## config.mk

```make
export PLATFORM = sky130hd
export DESIGN_NAME = tli_ctrl
export DESIGN_NICKNAME = d
export VERILOG_FILES = /design/src/rtl/tli_pkg.sv /design/src/rtl/tli_ctrl.sv
export SDC_FILE = /design/constraint.sdc
export NUM_CORES = 1
export LEC_CHECK = 0
export BUFFER_PORTS_ARGS = -buffer_cell sky130_fd_sc_hd__buf_2
export CAP_MARGIN = 15
export CORE_MARGIN = 1.5
export CORE_UTILIZATION = 45
export DETAILED_ROUTE_END_ITERATION = 16
export HOLD_SLACK_MARGIN = 0.02
export PLACE_DENSITY = 0.7
export SLEW_MARGIN = 20
export SYNTH_ARGS = -nofsm -noshare
export SYNTH_HDL_FRONTEND = slang
export SYNTH_SLANG_ARGS = --single-unit
```

## constraint.sdc

```tcl
create_clock -name clk -period 2.65 [get_ports clk]
set_input_delay 0.3975 -clock clk [delete_from_list [all_inputs] [get_ports clk]]
set_output_delay 0.3975 -clock clk [all_outputs]
set_load 0.03 [all_outputs]
```

## src/rtl/tli_pkg.sv

```systemverilog
`timescale 1ns / 1ps
// Shared types and constants for the table linear interpolator.
// No dependencies; the other files of the block, apart from tli_ram, refer to it by scoped names.
package tli_pkg;

    localparam int TABLE_DEPTH_DEF = 64;   // default number of breakpoints
    localparam int XW              = 32;   // Q16.16 value width
    localparam int IDX_W           = 6;    // entry_index field width
    localparam int CFG_W           = 7;    // points_in_use register width
    localparam int FRAC_W          = 16;   // fraction bits of t
    localparam int T_W             = FRAC_W + 1;   // t spans 0 .. one inclusive
    localparam int S_TDATA_W       = 104;  // 102 payload bits padded to bytes
    localparam int M_TDATA_W       = 32;
    localparam int CFG_RESET       = 2;
    localparam int MIN_POINTS      = 2;

    // Commands from the controller to the datapath
    typedef struct packed {
        logic cap_in;      // capture query point and clamped point count
        logic load;        // write one breakpoint
        logic rd_first;    // read entry 0
        logic rd_last;     // read entry n-1, capture first abscissa
        logic check;       // decide range, init search
        logic probe;       // read the search probe
        logic cmp;         // narrow the search window
        logic rd_lo;       // clamp index, read entry i-1
        logic rd_hi;       // capture entry i-1, read entry i
        logic cap_hi;      // capture entry i, form numerator/span/difference
        logic prep;        // resolve the trivial fractions
        logic div_start;   // launch the fraction divider
        logic div_take;    // take the divider quotient
        logic mul;         // multiply the difference by the fraction
        logic sum;         // add the base ordinate
        logic out_load;    // move the result into the output register
    } tli_cmd_t;

    // Status from the datapath to the controller
    typedef struct packed {
        logic in_span;
        logic cnt_zero;
        logic prep_direct;
        logic div_done;
        logic out_busy;
    } tli_status_t;

endpackage

```

## src/rtl/tli_ctrl.sv

```systemverilog
`timescale 1ns / 1ps
// Sequencing state machine of the interpolator: load, range check, search, divide, blend.
// Depends on tli_pkg for the command and status structs.
module tli_ctrl (
    input  logic                 clk,
    input  logic                 rst_n,
    input  logic                 in_valid,
    input  logic                 in_mode,
    output logic                 in_ready,
    input  tli_pkg::tli_status_t status,
    output tli_pkg::tli_cmd_t    cmd
);

    typedef enum logic [13:0] {
        S_IDLE     = 14'b00000000000001,
        S_RD_FIRST = 14'b00000000000010,
        S_RD_LAST  = 14'b00000000000100,
        S_CHECK    = 14'b00000000001000,
        S_PROBE    = 14'b00000000010000,
        S_CMP      = 14'b00000000100000,
        S_FIX      = 14'b00000001000000,
        S_RD_LO    = 14'b00000010000000,
        S_RD_HI    = 14'b00000100000000,
        S_PREP     = 14'b00001000000000,
        S_DIV      = 14'b00010000000000,
        S_MUL      = 14'b00100000000000,
        S_SUM      = 14'b01000000000000,
        S_OUT      = 14'b10000000000000
    } state_t;

    state_t state_reg, state_next;

    always_comb
    begin
        state_next = state_reg;
        cmd        = '0;
        in_ready   = 1'b0;
        case (state_reg)
            S_IDLE:
            begin
                in_ready = 1'b1;
                if (in_valid)
                begin
                    cmd.cap_in = 1'b1;
                    if (in_mode)
                    begin
                        state_next = S_RD_FIRST;
                    end
                    else
                    begin
                        cmd.load = 1'b1;
                    end
                end
            end
            S_RD_FIRST:
            begin
                cmd.rd_first = 1'b1;
                state_next   = S_RD_LAST;
            end
            S_RD_LAST:
            begin
                cmd.rd_last = 1'b1;
                state_next  = S_CHECK;
            end
            S_CHECK:
            begin
                cmd.check  = 1'b1;
                state_next = status.in_span ? S_PROBE : S_OUT;
            end
            S_PROBE:
            begin
                if (status.cnt_zero)
                begin
                    state_next = S_FIX;
                end
                else
                begin
                    cmd.probe  = 1'b1;
                    state_next = S_CMP;
                end
            end
            S_CMP:
            begin
                cmd.cmp    = 1'b1;
                state_next = S_PROBE;
            end
            S_FIX:
            begin
                cmd.rd_lo  = 1'b1;
                state_next = S_RD_LO;
            end
            S_RD_LO:
            begin
                cmd.rd_hi  = 1'b1;
                state_next = S_RD_HI;
            end
            S_RD_HI:
            begin
                cmd.cap_hi = 1'b1;
                state_next = S_PREP;
            end
            S_PREP:
            begin
                cmd.prep = 1'b1;
                if (status.prep_direct)
                begin
                    state_next = S_MUL;
                end
                else
                begin
                    cmd.div_start = 1'b1;
                    state_next    = S_DIV;
                end
            end
            S_DIV:
            begin
                if (status.div_done)
                begin
                    cmd.div_take = 1'b1;
                    state_next   = S_MUL;
                end
            end
            S_MUL:
            begin
                cmd.mul    = 1'b1;
                state_next = S_SUM;
            end
            S_SUM:
            begin
                cmd.sum    = 1'b1;
                state_next = S_OUT;
            end
            S_OUT:
            begin
                // hold until the output register can take the result
                if (!status.out_busy)
                begin
                    cmd.out_load = 1'b1;
                    state_next   = S_IDLE;
                end
            end
            default:
            begin
                state_next = S_IDLE;
            end
        endcase
    end

    always_ff @(posedge clk or negedge rst_n)
    begin
        if (!rst_n)
        begin
            state_reg <= S_IDLE;
        end
        else
        begin
            state_reg <= state_next;
        end
    end

endmodule

```

==> results.json <==
{
  "status": "complete, no violations",
  "cp-startpoint": "state_reg[7]$_DFFE_PN0P_",
  "r2r_start": "state_reg[7]$_DFFE_PN0P_",
  "min_period_over_period_pct": 99.5,
  "dieHeight_um": 48.3,
  "hold_viol": 0,
  "cts-root-buf": "clkbuf_4",
  "cp.required_ps": 2250,
  "ys_seq_area_share_pct": 38.0,
  "cp_max_fo": 6,
  "cts.clk_slew.worst_paths_ps": 90,
  "cp_top_family": "simple AND/OR/NAND/NOR gates",
  "critPathSlowestCell": "or4_4",
  "pre_cts_slack_ps": 256,
  "endpoint": "cmd[4]",
  "dieWidth_um": 48.3,
  "path_common_cell": "or3_4",
  "synth_seq_cells": 14,
  "final_cell_mix": "23 x buf_2, 12 x nor2_1, 12 x dfrtp_1",
  "period_needed_ps": 2640,
  "viasPerCell": 5.70,
  "avgRoutedWirePerCell_um": 13.8,
  "placedInstanceArea_sq_mm": 0.00109,
  "syn_avg_cell_area_sq_um": 9.34,
  "ir_worst_vdd_mv": 0.367,
  "htree_levels": 1,
  "r2r_slack_ps": 570,
  "overflow": 0,
  "max_slew.worst_pin.slew_ps": 543,
  "cp_num_cells": 5,
  "final_core_util_pct": 61.8,
  "powerDensity_mw_per_mm2": 544,
  "synth_warnings": 0,
  "drive_gt1_share_pct": 39.4,
  "vias": 907,
  "p_leak_uw": 0.000642,
  "critPathCaptureType": "output pin",
  "crit_type": "reg -> out",
  "finalMaxSlewViolations": 0,
  "cts.path.max_buffers": 2,
  "n_fill_cell": 186,
  "die_area_sq_mm": 0.00234,
  "final_common_cell": "buf_2",
  "critPathMaxStageDelay_ps": 570,
  "numPortBuffers": 25,
  "antenna_found_initial": 0,
  "hpwl_mm": 1.61,
  "grt_pass1_wl_mm": 3.68,
  "cp.buffers_inverters": 1,
  "num_rows": 16,
  "synth_nets": 108,
  "diodes": 0,
  "finalClockSkew_ps": 3.90,
  "hold_path.class": "in -> reg",
  "grt_setup_unrepaired": "true",
  "grt_max_degree": 15,
  "setup_violations": 0,
  "rr_endpoint": "state_reg[0]$_DFFE_PN1P_",
  "path_cells": "or4_4 -> or3_4 -> or3_4 -> nor2_4 -> buf_6",
  "max_slew_margin_pct": 63.3,
  "ios": 26,
  "fin_area_sq_mm": 0.00120,
  "ant_nets": 0,
  "nNetsFinal": 142,
  "drt_wl_total_mm": 2.19,
  "syn_to_final_growth_pct": 29.8,
  "cp-start-kind": "register",
  "rr_worst_depth": 5,
  "cts.sinks": 14,
  "cts_tree": "yes",
  "max_clock_freq_mhz": 379,
  "finalSetupTns_ps": 0,
  "start_util_pct": 47.6,
  "maxCapViolCount": 0,
  "track_usage_pct": 19.9,
  "fin_ws_ps": 13.7,
  "worstSkewPairLatency_ps": 280,
  "cts_buffers": 3,
  "first_global_vias": 835,
  "drt_iter0_drc": 22,
  "place_congestion": 0.922,
  "critical_path_arrival_ps": 2240,
  "largest_reg_flops": 14,
  "syn_area_sq_um": 925,
  "first_pass_iters": 4,
  "core_area_sq_mm": 0.00194,
  "netlist_instances": 99,
  "yosysUniqueCellTypes": 36,
  "drcViolationCount": 0
}
==> routing by layer <==
metal | GRT usage (%) | share of wire [%] | vias to the layer above | wire length (um)
li1 | - | - | 442 | -
met5 | 0 | 0 | - | 0
met4 | 8.10 | 1.6 | 0 | 34
met2 | 32.4 | 47 | 28 | 1040
met3 | 4.94 | 4.7 | 4 | 103
met1 | 25.3 | 46 | 433 | 1010
==> cells in the mapped netlist <==
library cell  count  area (sq um)
o32ai_2           1          16.3
xor2_1            3          26.3
a21o_1            2          15.0
o21ai_1           1          5.00
nor3_1            2          10.0
nand4_1           1          6.26
and2_1            1          6.26
a22oi_1           1          7.51
o22ai_1           2          12.5
nand2_1           5          18.8
and4b_1           1          10.0
nor3b_1           2          15.0
nor4_1            4          25.0
nor2b_1           3          18.8
nand3b_1          1          7.51
a21boi_0          1          7.51
and3_1            5          31.3
dfstp_2           1          26.3
nor2_1           13          48.8
buf_6             2          22.5
or3_1             1          6.26
inv_2             1          3.75
nor4b_2           1          15.0
or3_4             2          22.5
nor4b_1           4          35.0
inv_1             5          18.8
or4_4             1          11.3
dfrtp_1          13           325
nand3_1           4          20.0
a22o_1            1          8.76
o21ai_0           4          20.0
a211oi_1          2          15.0
and4b_2           4          45.0
a2111oi_0         1          8.76
nor4_2            2          25.0
or4_1             1          7.51
==> final cells by class <==
type	instances	area, sq um	area share (%)
clock buffers	4	26.3	2.19
inverters	6	22.5	1.88
multi-input cells	77	579	48.3
flip-flops and latches	14	353	29.4
well taps	27	33.8	2.82
repair buffers	31	185	15.4
==> power by group <==
| group | internal [uW] | switching [uW] | total [uW] |
|---|---|---|---|
| registers | 233 | 23.5 | 256 |
| logic | 106 | 162 | 269 |
| clock network | 58.3 | 69.4 | 128 |
| total | 398 | 255 | 653 |
==> per-stage QoR <==
step	hold slack, ps	total power [uW]	cells
after floorplan	102	437	99
after global routing	292	697	159
after CTS	277	638	156
after detailed placement	317	507	151
final	283	653	159
after global placement	310	499	151
==> worst min-delay path by stage <==
stage	startpoint	end	slack [ps]	cells after the start
2_1_floorplan	rst_n	state_reg[10]$_DFFE_PN0P_	100	0
3_3_place_gp	rst_n	state_reg[12]$_DFFE_PN0P_	310	1
3_5_place_dp	rst_n	state_reg[12]$_DFFE_PN0P_	320	1
4_1_cts	status[3]	state_reg[5]$_DFFE_PN0P_	280	2
5_1_grt	status[3]	state_reg[5]$_DFFE_PN0P_	290	2
6_report	status[3]	state_reg[5]$_DFFE_PN0P_	280	2
==> repair_timing <==
action,4_1_cts,5_1_grt
setup endpoints to repair,4,8
pin swaps,0,4
resized for setup,4,8
buffers inserted,0,3
endpoints found under the hold margin,13,0
hold buffers,1,0
==> cell families (layout without fill, tap and decap cells) <==
| logic type | count (synthesis) | count (layout) | synth area share, % |
|---|---|---|---|
| xor+xnor | 3 | 3 | 2.84 |
| simple gates | 58 | 58 | 41.7 |
| compound gates | 16 | 16 | 12.6 |
| buf+inv | 8 | 41 | 4.87 |
| flops | 14 | 14 | 38.0 |
(Power assumes the default switching activity.)
